[src/hw/rtl/att_pkg.sv]
package att_pkg;

  localparam int ENTRIES = 64;
  localparam int CNT_W   = $clog2(ENTRIES + 1);
  localparam int ADDR_W  = 48;
  localparam int SIZE_W  = 32;
  localparam int BYTES_W = 38;

  localparam logic MODE_ALLOC   = 1'b0;
  localparam logic MODE_RELEASE = 1'b1;

  typedef enum logic [2:0] {
    OUT_NULL      = 3'd0,
    OUT_UPDATED   = 3'd1,
    OUT_NEW       = 3'd2,
    OUT_FULL      = 3'd3,
    OUT_RELEASED  = 3'd4,
    OUT_NOT_FOUND = 3'd5
  } outcome_t;

  typedef enum logic [1:0] {
    ST_IDLE,
    ST_WALK,
    ST_ADJ,
    ST_DONE
  } state_t;

  typedef struct packed {
    logic              mode;
    logic [ADDR_W-1:0] address;
    logic [SIZE_W-1:0] alloc_size;
  } item_t;

  typedef struct packed {
    outcome_t           outcome;
    logic               accepted;
    logic [6:0]         live_count;
    logic [BYTES_W-1:0] live_bytes;
    logic [BYTES_W-1:0] peak_live_bytes;
    logic [31:0]        dropped_total;
    logic               leaks_present;
  } result_t;

  // query token walking the cell chain
  typedef struct packed {
    logic              act;
    logic              mode;
    logic [ADDR_W-1:0] addr;
    logic [SIZE_W-1:0] size;
    logic              matched;
    logic              claimed;
    logic [SIZE_W-1:0] old_size;
  } tok_t;

  // end-of-walk decision broadcast to every cell
  typedef struct packed {
    logic fire;
    logic keep;
  } cmt_t;

endpackage

[src/hw/rtl/att_cell.sv]
module att_cell
  import att_pkg::*;
(
  input  logic clk,
  input  logic rst_n,
  input  tok_t tok_i,
  input  cmt_t cmt_i,
  output tok_t tok_o
);

  logic              valid_r, valid_nxt;
  logic              pend_r, pend_nxt;
  logic [ADDR_W-1:0] addr_r, addr_nxt;
  logic [SIZE_W-1:0] size_r, size_nxt;
  tok_t              tok_r, tok_nxt;
  logic              hit, take_free;

  always_comb begin
    hit       = tok_i.act && valid_r && (addr_r == tok_i.addr) && !tok_i.matched;
    take_free = tok_i.act && !valid_r && !pend_r && !tok_i.claimed && !tok_i.matched
                && (tok_i.mode == MODE_ALLOC);
    valid_nxt = valid_r;
    pend_nxt  = pend_r;
    addr_nxt  = addr_r;
    size_nxt  = size_r;
    tok_nxt   = tok_i;
    if (hit) begin
      tok_nxt.matched  = 1'b1;
      tok_nxt.old_size = size_r;
      if (tok_i.mode == MODE_ALLOC) begin
        size_nxt = tok_i.size;
      end else begin
        valid_nxt = 1'b0;
      end
    end else if (take_free) begin
      // claim tentatively: a later cell may still hold the address
      tok_nxt.claimed = 1'b1;
      pend_nxt        = 1'b1;
      addr_nxt        = tok_i.addr;
      size_nxt        = tok_i.size;
    end
    if (cmt_i.fire && pend_r) begin
      valid_nxt = cmt_i.keep;
      pend_nxt  = 1'b0;
    end
  end

  always_ff @(posedge clk) begin
    if (!rst_n) begin
      valid_r     <= 1'b0;
      pend_r      <= 1'b0;
      tok_r.act   <= 1'b0;
    end else begin
      valid_r     <= valid_nxt;
      pend_r      <= pend_nxt;
      tok_r.act   <= tok_nxt.act;
    end
    addr_r           <= addr_nxt;
    size_r           <= size_nxt;
    tok_r.mode       <= tok_nxt.mode;
    tok_r.addr       <= tok_nxt.addr;
    tok_r.size       <= tok_nxt.size;
    tok_r.matched    <= tok_nxt.matched;
    tok_r.claimed    <= tok_nxt.claimed;
    tok_r.old_size   <= tok_nxt.old_size;
  end

  assign tok_o = tok_r;

endmodule

[config.mk]
export PLATFORM = sky130hd
export DESIGN_NAME = att_cell
export DESIGN_NICKNAME = d
export VERILOG_FILES = /design/src/hw/rtl/att_pkg.sv /design/src/hw/rtl/att_cell.sv
export SDC_FILE = /design/constraint.sdc
export NUM_CORES = 1
export LEC_CHECK = 0
export ABC_AREA = 1
export BUFFER_PORTS_ARGS = -buffer_cell sky130_fd_sc_hd__clkbuf_2
export CAP_MARGIN = 20
export CORE_ASPECT_RATIO = 0.8
export CORE_MARGIN = 5
export CORE_UTILIZATION = 28
export DETAILED_ROUTE_END_ITERATION = 7
export SLEW_MARGIN = 20
export SYNTH_ARGS = -nofsm -noshare
export SYNTH_HDL_FRONTEND = slang
export SYNTH_SLANG_ARGS = --single-unit
[constraint.sdc]
create_clock -name clk -period 6.92 [get_ports clk]
set_input_delay 0.692 -clock clk [delete_from_list [all_inputs] [get_ports clk]]
set_output_delay 0.692 -clock clk [all_outputs]
set_load 0.05 [all_outputs]
==> impl_metrics.yaml <==
place:
  io_buffers: 235
  dp_hpwl_mm: 10.8
  place.detailed.instances: 1049
  dpl-instance-area_um2: 7740
  gpl.final_weighted_congestion: 0.711
synthesis:
  synth_simple_gate_area_share_pct: 13.7
  yosysWarningCount: 0
  synthDistinctLibCells: 21
  synthTopCellsByArea: "sky130_fd_sc_hd__edfxtp_1, sky130_fd_sc_hd__dfxtp_1, sky130_fd_sc_hd__nor2_1"
  synth_top_family_by_area: "simple AND/OR/NAND/NOR gates"
  top_reg_cell_synth: "sky130_fd_sc_hd__dfxtp_1"
  synth.net_count: 641
  synthesis.instances: 521
  ys_top_cells_by_count: "sky130_fd_sc_hd__dfxtp_1, sky130_fd_sc_hd__nor2_1, sky130_fd_sc_hd__nand2_1"
  yosysTopAreaCell: "sky130_fd_sc_hd__edfxtp_1"
  synth.cell_area_um2: 6230
  synth.yosys.seq_area_share_pct: 76.5
  async_flop_share_pct: 0
  post_synth_adder_cell_area_pct: 0
  synth.most_common_cell: "sky130_fd_sc_hd__dfxtp_1"
  synth_xor_area_share_pct: 2.67
  avgSynthCellArea_um2: 12.0
  yosys_register_bits: 198
  synth_edf_count: 80
  synthDominantCellAreaShare_pct: 38.5
  synth_compound_gate_area_share_pct: 3.01
  yosys-mux-area-fraction_pct: 0
die:
  std_cell_rows: 48
  boundaryPins: 236
  die_width_um: 177
  effective_utilization_at_floorplan_pct: 28.7
  placeable_core_region_um2: 21700
  dieArea_um2: 25400
  die_h_um: 143
timing:
  final.setup_skew_ns: 0.0166
  hold_viol_final: 0
  drv_slew: 0
  slew_headroom_pct: 53.7
  setup_viol_count_final: 0
  maxClockFrequency_mhz: 341
  timing.final.crit_period_ns: 2.93
  fin_setup_tns_ns: 0
  final_min_period_over_clock_period_pct: 42.3
  grt_setup_unrepaired: "false"
  actual_transition_at_the_worst_max_transition_pin_ns: 0.695
clocking:
  cts.repair.resized: 0
  clock_tree.root_cell: "sky130_fd_sc_hd__clkbuf_16"
  cts.path.max_buffers: 2
  post_cts_hold_buffer_count: 0
  cts_setup_buffers: 0
  clock_sinks: 198
  clkLatencyLatePin_ns: 0.43
  number_of_buffers_created_by_cts: 17
  cts.clk_slew.worst_paths_ns: 0.08
  cts_tree: "done"
  h-tree-depth: 4
routing:
  antenna_left: 0
  drt_drc_violations_left: 0
  postRouteWirelength_mm: 14.6
  iteration_0_drc_markers: 156
  drt_first_pass_iters: 4
  num_vias: 4216
  via_per_inst: 3.90
  avgRoutedWirePerCell_um: 13.5
global_route:
  initial_antenna_violation_count: 0
  grt_use_met1_pct: 14.1
  maximum_number_of_pins_on_one_net_before_global_route_repair: 51
  grt_use_total_pct: 11.4
  grt_remaining_overflow: 0
  global_route.usage.met2_pct: 18.5
  grt_pass1_wl_mm: 22.2
  globalRouteMet3Util_pct: 3.66
  first_global_vias: 4159
  grt_busiest_layer: "met2"
finish:
  syn2layout_area_growth_pct: 34.4
  final_core_util_pct: 38.5
  multi_input_comb_area_um2: 1220
  post-route-cell-area_um2: 8370
  final-seq-area_um2: 4760
  drive_above_1_share_pct: 36.7
  number_of_nets_in_the_finished_design: 889
  layout.cells.non_filler: 1082
  num-fill-cells: 2212
  insertedDiodeCount: 0
critical_path:
  reg2reg_to: "size_r[28]$_DFFE_PP_"
  worstSetupStartpointType: "input pin"
  timing.critical_path.arrival_ns: 3.07
  worst_r2r_startpoint: "addr_r[26]$_DFFE_PP_"
  r2r_slack_ns: 4.00
  critical-path-slowest-cell: "sky130_fd_sc_hd__o22ai_4"
  setup.worst_path.class: "in2reg"
  path_delay_family: "simple AND/OR/NAND/NOR gates"
  critical_path_required_ns: 7.06
  crit_path_end: "size_r[28]$_DFFE_PP_"
  worst-path-max-fanout: 34
  r2r_cells: 10
  critical_path.cell_chain: "clkbuf_2 -> inv_1 -> nand2_1 -> nor2_1 -> nand3_1 -> nor2_1 -> nand2_1 -> nor2_8 -> nand2_4 -> o22ai_4 -> buf_16"
  setup.worst_path.start: "tok_i[33]"
  path_buf_inv: 3
  crit_path_largest_cell_delay_ns: 0.49
  worst-path-stages: 11
  worstSetupEndpointType: "register"
worst_hold_path:
  worst_hold_path_type: "in2reg"
pwr:
  power.ir.vdd_worst_v: 0.000148
  cellPowerDensity_nw_per_um2: 300
  p_leak_nw: 3.90
run_status:
  outcome: "finished, final reports clean"
flow_run:
  drv_cap: 0
-- flip-flops by register name (all words and copies together), names as in the netlist --
register / flops
size_r: 32
valid_r: 1
addr_r: 48
tok_o: 116
pend_r: 1
-- cells by family (layout without fill, tap and decap cells) --
family          Yosys count  in the layout
simple gates            208            208
buf+inv                  60            321
flops                   198            198
xor+xnor                 19             19
compound gates           36             36
-- through the flow --
stage                     setup WS (ns)  total power [mW]  hold slack, ns
after floorplan                    3.55              1.46           0.447
after global placement             3.23              1.55           0.455
after detailed placement           3.14              1.56           0.459
after CTS                          3.61              2.55           0.346
after global routing               3.65              2.61           0.345
final                              3.99              2.51           0.368
-- worst reg2reg max path, stage by stage (launching register included) --
cell,delay [ns]
sky130_fd_sc_hd__edfxtp_1,0.41
sky130_fd_sc_hd__nand2_1,0.09
sky130_fd_sc_hd__nand2_1,0.05
sky130_fd_sc_hd__nor2_1,0.11
sky130_fd_sc_hd__nand2_1,0.07
sky130_fd_sc_hd__nor2_1,0.16
sky130_fd_sc_hd__nand2_1,0.16
sky130_fd_sc_hd__nor2_8,0.43
sky130_fd_sc_hd__nand2_4,0.42
sky130_fd_sc_hd__o22ai_4,0.50
sky130_fd_sc_hd__buf_16,0.23
-- worst min path at each step --
stage / endpoint / slack [ns] / from / depth (start not counted)
2_1_floorplan: tok_o[11]$_DFF_P_ / 0.45 / size_r[11]$_DFFE_PP_ / 2
3_3_place_gp: tok_o[10]$_DFF_P_ / 0.45 / size_r[10]$_DFFE_PP_ / 2
3_5_place_dp: tok_o[15]$_DFF_P_ / 0.46 / size_r[15]$_DFFE_PP_ / 2
4_1_cts: tok_o[54]$_DFF_P_ / 0.35 / tok_i[54] / 1
5_1_grt: tok_o[45]$_DFF_P_ / 0.34 / tok_i[45] / 1
6_report: tok_o[54]$_DFF_P_ / 0.37 / tok_i[54] / 1
-- power by group --
part	switching [mW]	total (mW)	internal (mW)
clock	0.495	0.986	0.491
sequential	0.0122	1.27	1.26
combinational	0.191	0.256	0.0645
-- cell type report --
class / instances / share of cell area, %
sequential: 198 / 56.9
multi-input combinational: 263 / 14.6
timing repair buffer: 238 / 14.6
clock buffer: 17 / 5.08
tap: 300 / 4.48
inverter: 51 / 2.29
clock inverter: 15 / 2.12
-- cell usage in the layout (no fill, tap or decap), types with 2 or more instances in the layout --
| cell | netlist | routed |
|---|---|---|
| sky130_fd_sc_hd__clkbuf_2 | 0 | 235 |
| sky130_fd_sc_hd__dfxtp_1 | 118 | 118 |
| sky130_fd_sc_hd__nor2_1 | 101 | 100 |
| sky130_fd_sc_hd__nand2_1 | 86 | 86 |
| sky130_fd_sc_hd__edfxtp_1 | 80 | 80 |
| sky130_fd_sc_hd__inv_1 | 51 | 51 |
| sky130_fd_sc_hd__a21oi_1 | 33 | 33 |
| sky130_fd_sc_hd__xnor2_1 | 18 | 18 |
| sky130_fd_sc_hd__clkbuf_16 | 0 | 17 |
| sky130_fd_sc_hd__nor2_2 | 9 | 9 |
| sky130_fd_sc_hd__nand3_1 | 5 | 5 |
| sky130_fd_sc_hd__clkinv_8 | 0 | 5 |
| sky130_fd_sc_hd__inv_8 | 0 | 4 |
| sky130_fd_sc_hd__inv_6 | 0 | 4 |
| sky130_fd_sc_hd__nor2_4 | 1 | 2 |
| sky130_fd_sc_hd__or2_2 | 2 | 2 |
| sky130_fd_sc_hd__o21ai_0 | 2 | 2 |
| sky130_fd_sc_hd__buf_4 | 3 | 2 |
-- routing by layer --
metal  vias to the layer above  part of all wire (%)
met2                       114                    49
met4                         0                   1.7
met5                         -                     0
li1                       2154                     -
met3                        16                   6.2
met1                      1932                    43
Note: power is estimated with default switching activity, not from simulation.
