**config.mk**
```make
export PLATFORM = sky130hd
export DESIGN_NAME = att_ctrl
export DESIGN_NICKNAME = d
export VERILOG_FILES = /design/src/hw/rtl/att_pkg.sv /design/src/hw/rtl/att_ctrl.sv
export SDC_FILE = /design/constraint.sdc
export NUM_CORES = 1
export LEC_CHECK = 0
export ABC_AREA = 0
export BUFFER_PORTS_ARGS = -buffer_cell sky130_fd_sc_hd__clkbuf_2
export CAP_MARGIN = 20
export CORE_UTILIZATION = 55
export DETAILED_ROUTE_END_ITERATION = 10
export PLACE_DENSITY_LB_ADDON = 0.25
export SLEW_MARGIN = 5
export SYNTH_ARGS = -nofsm -noshare
export SYNTH_HDL_FRONTEND = slang
export SYNTH_SLANG_ARGS = --single-unit
```
**constraint.sdc**
```tcl
create_clock -name clk -period 6.25 [get_ports clk]
set_input_delay 0.3125 -clock clk [delete_from_list [all_inputs] [get_ports clk]]
set_output_delay 0.3125 -clock clk [all_outputs]
set_load 0.1 [all_outputs]
```
**src/hw/rtl/att_pkg.sv**
```systemverilog
package att_pkg;

  localparam int ENTRIES = 64;
  localparam int CNT_W   = $clog2(ENTRIES + 1);
  localparam int ADDR_W  = 48;
  localparam int SIZE_W  = 32;
  localparam int BYTES_W = 38;

  localparam logic MODE_ALLOC   = 1'b0;
  localparam logic MODE_RELEASE = 1'b1;

  typedef enum logic [2:0] {
    OUT_NULL      = 3'd0,
    OUT_UPDATED   = 3'd1,
    OUT_NEW       = 3'd2,
    OUT_FULL      = 3'd3,
    OUT_RELEASED  = 3'd4,
    OUT_NOT_FOUND = 3'd5
  } outcome_t;

  typedef enum logic [1:0] {
    ST_IDLE,
    ST_WALK,
    ST_ADJ,
    ST_DONE
  } state_t;

  typedef struct packed {
    logic              mode;
    logic [ADDR_W-1:0] address;
    logic [SIZE_W-1:0] alloc_size;
  } item_t;

  typedef struct packed {
    outcome_t           outcome;
    logic               accepted;
    logic [6:0]         live_count;
    logic [BYTES_W-1:0] live_bytes;
    logic [BYTES_W-1:0] peak_live_bytes;
    logic [31:0]        dropped_total;
    logic               leaks_present;
  } result_t;

  // query token walking the cell chain
  typedef struct packed {
    logic              act;
    logic              mode;
    logic [ADDR_W-1:0] addr;
    logic [SIZE_W-1:0] size;
    logic              matched;
    logic              claimed;
    logic [SIZE_W-1:0] old_size;
  } tok_t;

  // end-of-walk decision broadcast to every cell
  typedef struct packed {
    logic fire;
    logic keep;
  } cmt_t;

endpackage

```
**src/hw/rtl/att_ctrl.sv**
```systemverilog
module att_ctrl
  import att_pkg::*;
(
  input  logic    clk,
  input  logic    rst_n,
  input  logic    in_valid,
  output logic    in_stall,
  input  item_t   in_data,
  output logic    out_valid,
  input  logic    out_stall,
  output result_t out_data,
  output tok_t    tok_o,
  input  tok_t    tok_i,
  output cmt_t    cmt_o
);

  state_t             state_r, state_nxt;
  logic               mode_r, mode_nxt;
  logic               null_r, null_nxt;
  logic [SIZE_W-1:0]  size_r, size_nxt;
  logic               matched_r, matched_nxt;
  logic               claimed_r, claimed_nxt;
  logic [SIZE_W-1:0]  old_r, old_nxt;
  logic [CNT_W-1:0]   cnt_r, cnt_nxt;
  logic [BYTES_W-1:0] bytes_r, bytes_nxt;
  logic [BYTES_W-1:0] peak_r, peak_nxt;
  logic [31:0]        drop_r, drop_nxt;
  tok_t               tok_r, tok_nxt;
  logic               out_valid_r, out_valid_nxt;
  result_t            out_data_r, out_data_nxt;
  logic               accept, emit, grow;
  logic [BYTES_W:0]   sum;
  logic [BYTES_W-1:0] sat_sum;
  outcome_t           outc;

  assign accept = in_valid && (state_r == ST_IDLE);

  always_comb begin
    state_nxt     = state_r;
    mode_nxt      = mode_r;
    null_nxt      = null_r;
    size_nxt      = size_r;
    matched_nxt   = matched_r;
    claimed_nxt   = claimed_r;
    old_nxt       = old_r;
    cnt_nxt       = cnt_r;
    bytes_nxt     = bytes_r;
    peak_nxt      = peak_r;
    drop_nxt      = drop_r;
    out_valid_nxt = out_valid_r && out_stall;
    out_data_nxt  = out_data_r;
    tok_nxt       = '0;
    emit          = 1'b0;
    grow          = 1'b0;
    outc          = OUT_NULL;
    cmt_o         = '0;
    sum           = {1'b0, bytes_r} + (BYTES_W+1)'(size_r);
    sat_sum       = sum[BYTES_W] ? {BYTES_W{1'b1}} : sum[BYTES_W-1:0];

    unique case (state_r)
      ST_IDLE: begin
        if (accept) begin
          mode_nxt    = in_data.mode;
          size_nxt    = in_data.alloc_size;
          null_nxt    = (in_data.address == '0);
          matched_nxt = 1'b0;
          claimed_nxt = 1'b0;
          if (in_data.address == '0) begin
            state_nxt = ST_DONE;
          end else begin
            tok_nxt.act  = 1'b1;
            tok_nxt.mode = in_data.mode;
            tok_nxt.addr = in_data.address;
            tok_nxt.size = in_data.alloc_size;
            state_nxt    = ST_WALK;
          end
        end
      end
      ST_WALK: begin
        if (tok_i.act) begin
          matched_nxt = tok_i.matched;
          claimed_nxt = tok_i.claimed;
          old_nxt     = tok_i.old_size;
          state_nxt   = ST_ADJ;
        end
      end
      ST_ADJ: begin
        // take the old size off the total first, floored at zero
        if (matched_r) begin
          bytes_nxt = (bytes_r >= BYTES_W'(old_r)) ? bytes_r - BYTES_W'(old_r) : '0;
        end
        state_nxt = ST_DONE;
      end
      ST_DONE: begin
        emit = !(out_valid_r && out_stall);
        if (null_r) begin
          outc = OUT_NULL;
        end else if (mode_r == MODE_ALLOC) begin
          if (matched_r) begin
            outc = OUT_UPDATED;
            grow = 1'b1;
          end else if (claimed_r) begin
            outc = OUT_NEW;
            grow = 1'b1;
          end else begin
            outc = OUT_FULL;
          end
        end else begin
          outc = matched_r ? OUT_RELEASED : OUT_NOT_FOUND;
        end
        if (emit) begin
          if (grow) begin
            bytes_nxt = sat_sum;
            if (sat_sum > peak_r) begin
              peak_nxt = sat_sum;
            end
          end
          if (outc == OUT_NEW) begin
            cnt_nxt = cnt_r + CNT_W'(1);
          end
          if (outc == OUT_RELEASED && cnt_r != '0) begin
            cnt_nxt = cnt_r - CNT_W'(1);
          end
          if (outc == OUT_FULL) begin
            drop_nxt = drop_r + 32'd1;
          end
          cmt_o.fire                   = 1'b1;
          cmt_o.keep                   = !matched_r;
          out_valid_nxt                = 1'b1;
          out_data_nxt.outcome         = outc;
          out_data_nxt.accepted        = (outc == OUT_UPDATED) || (outc == OUT_NEW)
                                         || (outc == OUT_RELEASED);
          out_data_nxt.live_count      = 7'(cnt_nxt);
          out_data_nxt.live_bytes      = bytes_nxt;
          out_data_nxt.peak_live_bytes = peak_nxt;
          out_data_nxt.dropped_total   = drop_nxt;
          out_data_nxt.leaks_present   = (cnt_nxt != '0);
          state_nxt                    = ST_IDLE;
        end
      end
      default: state_nxt = ST_IDLE;
    endcase
  end

  always_ff @(posedge clk) begin
    if (!rst_n) begin
      state_r     <= ST_IDLE;
      cnt_r       <= '0;
      bytes_r     <= '0;
      peak_r      <= '0;
      drop_r      <= '0;
      tok_r.act   <= 1'b0;
      out_valid_r <= 1'b0;
    end else begin
      state_r     <= state_nxt;
      cnt_r       <= cnt_nxt;
      bytes_r     <= bytes_nxt;
      peak_r      <= peak_nxt;
      drop_r      <= drop_nxt;
      tok_r.act   <= tok_nxt.act;
      out_valid_r <= out_valid_nxt;
    end
    mode_r         <= mode_nxt;
    null_r         <= null_nxt;
    size_r         <= size_nxt;
    matched_r      <= matched_nxt;
    claimed_r      <= claimed_nxt;
    old_r          <= old_nxt;
    tok_r.mode     <= tok_nxt.mode;
    tok_r.addr     <= tok_nxt.addr;
    tok_r.size     <= tok_nxt.size;
    tok_r.matched  <= tok_nxt.matched;
    tok_r.claimed  <= tok_nxt.claimed;
    tok_r.old_size <= tok_nxt.old_size;
    out_data_r     <= out_data_nxt;
  end

  assign in_stall  = (state_r != ST_IDLE);
  assign out_valid = out_valid_r;
  assign out_data  = out_data_r;
  assign tok_o     = tok_r;

endmodule

```
==> run summary, run 1 <==
Worst Hold Class = input port to flip-flop
largest family of logic cells by synthesized area = compound AO/OA/AOI/OAI gates
Max Clock Freq = 0.171 GHz
r2r endpoint = peak_r[34]$_SDFFE_PN0P_
CP max stage cell = o31ai_1
Vias per Instance = 5.70
startpoint class of the critical path = flip-flop
syn_area_per_cell = 9.62 µm²
largest cells by area after synthesis = edfxtp_1 29%, dfxtp_1 20%, ha_1 7.0%
commonest non-fill, non-tap cell in the layout = clkbuf_2
first-pass GRT wire length = 82000 µm
Max VDD drop = 0.000389 V
clock root buffer = clkbuf_16
Critical Path, Cell by Cell = ha_1 -> a21oi_1 -> o21ai_0 -> a22oi_1 -> and3_1 -> o31ai_1 -> a21o_1 -> o2111a_1 -> xnor2_1 -> and2_1 -> inv_1 -> ha_1 -> nand4_1 -> or2_2 -> nor3_1 -> nor4b_1 -> a21oi_1 -> o21ai_0 -> o31a_2 -> buf_4 -> a21oi_1 -> a21oi_1 -> nor2_1
Synth Cell Area = 19800 µm²
Mapped Cells = 2055
Detail Route Antenna Nets = 0
CTS Buf Count = 41
die height = 192 µm
DP HPWL = 38000 µm
Area growth, synth to finish = 21.9%
std cell rows = 69
fraction of layout cells with a size suffix above 1 = 18.7%
outcome = complete, no violations
Worst Skew = 0.0258 ns
number of synthesized register bits = 388
area leader, netlist = edfxtp_1
overall power = 11600 µW
R2R setup slack = 0.41 ns
crit path DAT = 6.25 ns
pin count of the biggest net entering global routing = 105
post-synthesis compound-gate area fraction = 16.2%
Worst-Margin Slew = 1.16 ns
Final Setup Violations = 0
worst hold margin = 0.00973 ns
detailed router's first-iteration violation count = 1408
Remaining Overflow, GRT = 0
core area = 35500 µm²
total track usage = 28.6%
clk buf depth = 3
CP Capture Type = flip-flop
buffers and inverters on the worst path = 2
TritonCTS clock tree = built
vias in the first global route = 15330
CP Class = flip-flop to flip-flop
Distinct cells, synth = 75
Most common cell on crit path = a21oi_1
post-synthesis mux area share = 0.722%
# DRC = 0
DR pass1 iterations = 6
largest delay contributor family on the critical path = compound AO/OA/AOI/OAI gates
Filler cells = 2739
Async SR Flop Fraction = 0%
crit share post-route = 93.5%
post-synthesis simple-gate area fraction = 15.9%
Num Clock Sinks = 388
fin crit period = 5.84 ns
WP data required = 6.66 ns
EDFF count, synth = 188
Yosys warning count = 0
Final TNS setup = 0 ns
Worst Hold Depth = 2
Die Width = 192 µm
RSZ-0062 raised after global routing = false
R2R cell count = 23
Vias = 16785
Synth Area in Adders = 7.17%
slowest stage delay, CP = 0.49 ns
Post-Synth XOR/XNOR Area = 5.23%
relative slew slack = 22.9%
cell area power density = 481 nW/µm²
post-CTS setup buffer count = 0
Final #Nets = 2762
Clk Latency, worst-skew pair = 0.56 ns
Fin. Hold Viols = 0
Placer Congestion = 0.926
register area share after synthesis = 48.8%
area share of the largest cell type after synthesis = 28.6%
max_cap viols = 0
max-slew violation count = 0
initial antenna violation count = 0
WL per Instance = 18.4 µm
initial core utilization = 55.7%
Hold Path End = tok_o[108]$_SDFF_PP0_
Ant. Diodes = 0
r2r startpoint = size_r[10]$_DFFE_PP_
CTS clk-pin slew, worst paths = 0.06 ns
worst-path fanout max = 42
Worst Min Path Start = in_data[74]
IO Pins = 441
Die Footprint = 36700 µm²
Synth Flop Type = dfxtp_1
Max H-tree Level = 2
Pleak = 0.0103 µW
commonest non-fill, non-tap cells in the layout = 325 x clkbuf_2, 201 x nor2_1, 200 x dfxtp_1
IO buf count = 325
Detailed Route WL = 54200 µm
## worst reg2reg max path: cells and delay by family, from the launching register on
kind,cells,cell delay [ns]
buffers and inverters,2,0.41
and+or+nand+nor,7,1.65
DFF,1,0.39
AOI/OAI and AO/OA,11,2.38
adders and majority gates,2,0.72
xor gates and xnor gates,1,0.15
## worst max path at each step
| stage | from | endpoint | slack (ns) | depth (start not counted) |
|---|---|---|---|---|
| finish | size_r[10]$_DFFE_PP_ | peak_r[34]$_SDFFE_PN0P_ | 0.41 | 23 |
| global route | size_r[2]$_DFFE_PP_ | out_data[61]$_DFFE_PP_ | 0.01 | 21 |
| CTS | size_r[0]$_DFFE_PP_ | peak_r[34]$_SDFFE_PN0P_ | 0.41 | 23 |
| detailed placement | size_r[0]$_DFFE_PP_ | peak_r[19]$_SDFFE_PN0P_ | 0.47 | 23 |
| global placement | size_r[7]$_DFFE_PP_ | out_data[64]$_DFFE_PP_ | 0.66 | 19 |
| floorplan | out_valid$_SDFF_PN0_ | peak_r[12]$_SDFFE_PN0P_ | 0.01 | 8 |
## cells in the mapped netlist (all sizes together), types with 23 or more instances
cell type  count
a221oi        23
xnor2         60
clkbuf        89
nor2         203
a21oi        168
and2          97
buf           47
a21o          43
edfxtp       188
nand3         49
a211oi        48
dfxtp        200
ha           110
o21ai        118
inv          137
nor4          23
nand4         34
xor2          58
nand2        136
## power breakdown
part	leakage [µW]	internal (µW)	switching, µW
clock	0.000674	1460	1030
combinational	0.00624	1490	4180
sequential	0.00339	3190	239
total	0.0103	6140	5460
## cell type report
| type | count | area, µm² | share of cell area (%) |
|---|---|---|---|
| flip-flops and latches | 388 | 9650 | 40.0 |
| multi-input cells | 1427 | 9100 | 37.8 |
| repair buffers | 454 | 2860 | 11.9 |
| clock buffers | 54 | 1130 | 4.71 |
| well taps | 461 | 577 | 2.39 |
| inverters | 137 | 519 | 2.15 |
| clock inverters | 22 | 256 | 1.06 |
## state kept, by name (all words and copies together) (netlist names)
| signal | cells |
|---|---|
| claimed_r | 1 |
| old_r | 32 |
| matched_r | 1 |
| tok_o | 82 |
| out_data | 120 |
| bytes_r | 38 |
| drop_r | 32 |
| null_r | 1 |
| peak_r | 38 |
| size_r | 32 |
| mode_r | 1 |
| out_valid | 1 |
| state_r | 2 |
| cnt_r | 7 |
## routing by layer
layer	GRT usage (%)	vias to the layer above	part of all wire, %
met5	0	-	0
met4	8.58	0	2.7
met3	4.53	105	7.9
met2	44.3	742	45
met1	41.2	7901	44
li1	-	8037	-
## metrics by stage
stage	instances	utilization (%)	worst slack (ns)	area, µm²
global route	2943	67.9	0.0123	24100
finish	2943	67.9	0.406	24100
CTS	2943	67.9	0.408	24100
floorplan	2088	-	0.00998	19900
detailed placement	2770	61.2	0.471	21700
global placement	2770	61.2	0.655	21700
## cell families (layout without fill, tap and decap cells)
logic type      count (synthesis)  in the layout
simple gates                  636            636
flops                         388            388
xor+xnor                      118            118
fa+ha+maj                     112            112
buf+inv                       273            667
mux                            13             13
compound gates                514            514
other cells                     1             34
## what timing repair did
action / in CTS / in global routing
endpoints found under the hold margin: 126 / 0
gates resized for setup: 0 / 1
setup endpoints to repair: 0 / 63
hold buffers: 97 / 0
Note: power is estimated with default switching activity, not from simulation.
==> run 2: changes to the inputs <==
--- a/config.mk
+++ b/config.mk
@@ -5,10 +5,10 @@
 export SDC_FILE = /design/constraint.sdc
 export NUM_CORES = 1
 export LEC_CHECK = 0
-export ABC_AREA = 0
+export ABC_AREA = 1
 export BUFFER_PORTS_ARGS = -buffer_cell sky130_fd_sc_hd__clkbuf_2
 export CAP_MARGIN = 20
-export CORE_UTILIZATION = 55
+export CORE_UTILIZATION = 56
 export DETAILED_ROUTE_END_ITERATION = 10
 export PLACE_DENSITY_LB_ADDON = 0.25
 export SLEW_MARGIN = 5
==> run summary, run 2 <==
fin crit period = 4.75 ns
Final #Nets = 3483
fraction of layout cells with a size suffix above 1 = 16.6%
register area = 9650 µm²
# DRC = 0
CP Class = flip-flop to flip-flop
Max Clock Freq = 0.210 GHz
initial core utilization = 57.2%
Clock Power Share = 18.4%
number of synthesized register bits = 388
worst setup margin = 1.50 ns
max_cap viols = 0
RSZ-0062 raised after global routing = false
Final Setup Violations = 0
overall power = 13700 µW
Distinct cells, synth = 51
CP max stage cell = fa_1
r2r endpoint = out_data[59]$_DFFE_PP_
Worst Hold Class = input port to flip-flop
EDFF count, synth = 188
Sw Pwr = 6890 µW
largest delay contributor family on the critical path = simple AND/OR/NAND/NOR gates
Pleak = 0.0130 µW
relative slew slack = 33.5%
syn_area_per_cell = 7.88 µm²
Net Sw Frac = 50.2%
die height = 199 µm
Detail Route Antenna Nets = 0
crit path DAT = 5.06 ns
max-slew violation count = 0
Area growth, synth to finish = 20.3%
Remaining Overflow, GRT = 0
Die Width = 199 µm
startpoint class of the critical path = flip-flop
Worst Setup EP = out_data[59]$_DFFE_PP_
Worst-Margin Slew = 0.991 ns
commonest non-fill, non-tap cell in the layout = nand2_1
Clk Latency, worst-skew pair = 0.56 ns
synth cell count leaders = 542 x nand2_1, 452 x inv_1, 289 x nor2_1
largest cells by area after synthesis = edfxtp_1 26%, dfxtp_1 18%, nand2_1 9.4%
Yosys warning count = 0
Placer Congestion = 0.961
commonest non-fill, non-tap cells in the layout = 542 x nand2_1, 451 x inv_1, 325 x clkbuf_2
post-place setup slack = 1.54 ns
clock root buffer = clkbuf_16
first-pass GRT wire length = 99000 µm
Worst Skew = 0.0179 ns
DR pass1 iterations = 9
Most common cell on crit path = nand3_1
Final TNS setup = 0 ns
Comb pwr share = 54.3%
detailed router's first-iteration violation count = 1421
TritonCTS clock tree = built
# hold bufs at CTS = 113
Max VDD drop = 0.000428 V
buffers and inverters on the worst path = 6
R2R setup slack = 1.50 ns
Die Footprint = 39600 µm²
R2R cell count = 26
DP HPWL = 47500 µm
met1 WL = 27400 µm
pin count of the biggest net entering global routing = 127
Num Clock Sinks = 388
WL per Instance = 17.4 µm
worst hold margin = 0.0227 ns
Fin. Hold Viols = 0
CTS clk-pin slew, worst paths = 0.07 ns
max reg flops = 120
initial antenna violation count = 1
Max H-tree Level = 2
Flop pwr share = 27.3%
clk buf depth = 3
multi-input logic area = 9800 µm²
IO buf count = 325
area leader, netlist = edfxtp_1
CTS Buf Count = 41
Async SR Flop Fraction = 0%
worst-path fanout max = 41
cell area power density = 526 nW/µm²
IO Pins = 441
met2 WL = 30500 µm
post-CTS setup buffer count = 0
Vias = 19724
Synth Flop Type = dfxtp_1
r2r startpoint = bytes_r[0]$_SDFFE_PN0P_
Filler cells = 3025
internal power = 6850 µW
Mapped Cells = 2754
WL met3 = 3840 µm
slowest stage delay, CP = 0.41 ns
total track usage = 32.4%
core area = 37900 µm²
Final Cell Area = 26100 µm²
Detailed Route WL = 64500 µm
area share of the largest cell type after synthesis = 26.0%
Critical Path Stages = 26
crit share post-route = 76.0%
most numerous cell in the Yosys netlist = nand2_1
std cell rows = 71
CP Capture Type = flip-flop
WP data required = 6.55 ns
outcome = complete, no violations
vias in the first global route = 19016
highest routed layer = met4
crit path from = bytes_r[0]$_SDFFE_PN0P_
Placed Area = 23600 µm²
post-CTS resize count = 0
register area share after synthesis = 44.4%
Synth Cell Area = 21700 µm²
Vias per Instance = 5.32
run 2: area by class of cell:
| class | count | area share (%) |
|---|---|---|
| inverter | 465 | 6.70 |
| clock buffer | 54 | 4.31 |
| sequential | 388 | 36.9 |
| multi-input combinational | 1821 | 37.5 |
| antenna | 1 | 0.00958 |
| tap | 511 | 2.45 |
| timing repair buffer | 453 | 11.1 |
| clock inverter | 18 | 0.968 |
run 2: routing by layer:
layer  GRT usage, %  vias to the layer above
li1               -                     9664
met1           42.1                     9126
met2           54.0                      774
met3           3.83                      160
met4           14.6                        0
met5              0                        -
run 2: power groups by stage:
stage / logic [µW] / clock network (µW) / registers [µW]
after global routing: 8120 / 2640 / 3800
after CTS: 7370 / 2540 / 3730
after global placement: 7160 / 0 / 3760
after detailed placement: 7270 / 0 / 3780
after floorplan: 4220 / 0 / 5210
final: 7460 / 2520 / 3750
run 2: logic make-up after synthesis:
family	count (synthesis)	synth area share, %
simple gates	1151	23.7
xor+xnor	77	3.11
compound gates	447	11.2
fa+ha+maj	112	6.52
other cells	1	0.0173
buf+inv	578	11.1
flops	388	44.4
run 2: worst min-delay path by stage:
| stage | from | end | slack (ns) | cells past startpoint |
|---|---|---|---|---|
| 2_1_floorplan | in_data[80] | mode_r$_DFFE_PP_ | 0.41 | 0 |
| 3_3_place_gp | tok_i[1] | old_r[1]$_DFFE_PP_ | 0.49 | 1 |
| 3_5_place_dp | tok_i[19] | old_r[19]$_DFFE_PP_ | 0.49 | 1 |
| 4_1_cts | tok_i[32] | claimed_r$_SDFFCE_PP0P_ | 0.006 | 3 |
| 5_1_grt | in_data[23] | size_r[23]$_DFFE_PP_ | 0.009 | 1 |
| 6_report | tok_i[32] | claimed_r$_SDFFCE_PP0P_ | 0.02 | 3 |
run 2: tightest hold or removal path, cell delays in order:
cell and delay [ns]:
clkbuf_2 0.07, nand2_1 0.04, inv_1 0.05
run 2: metrics by stage:
| step | util (%) | instances |
|---|---|---|
| global route | 68.9 | 3711 |
| floorplan | - | 2787 |
| finish | 68.9 | 3711 |
| detailed placement | 62.2 | 3524 |
| global placement | 62.2 | 3524 |
| CTS | 68.8 | 3709 |
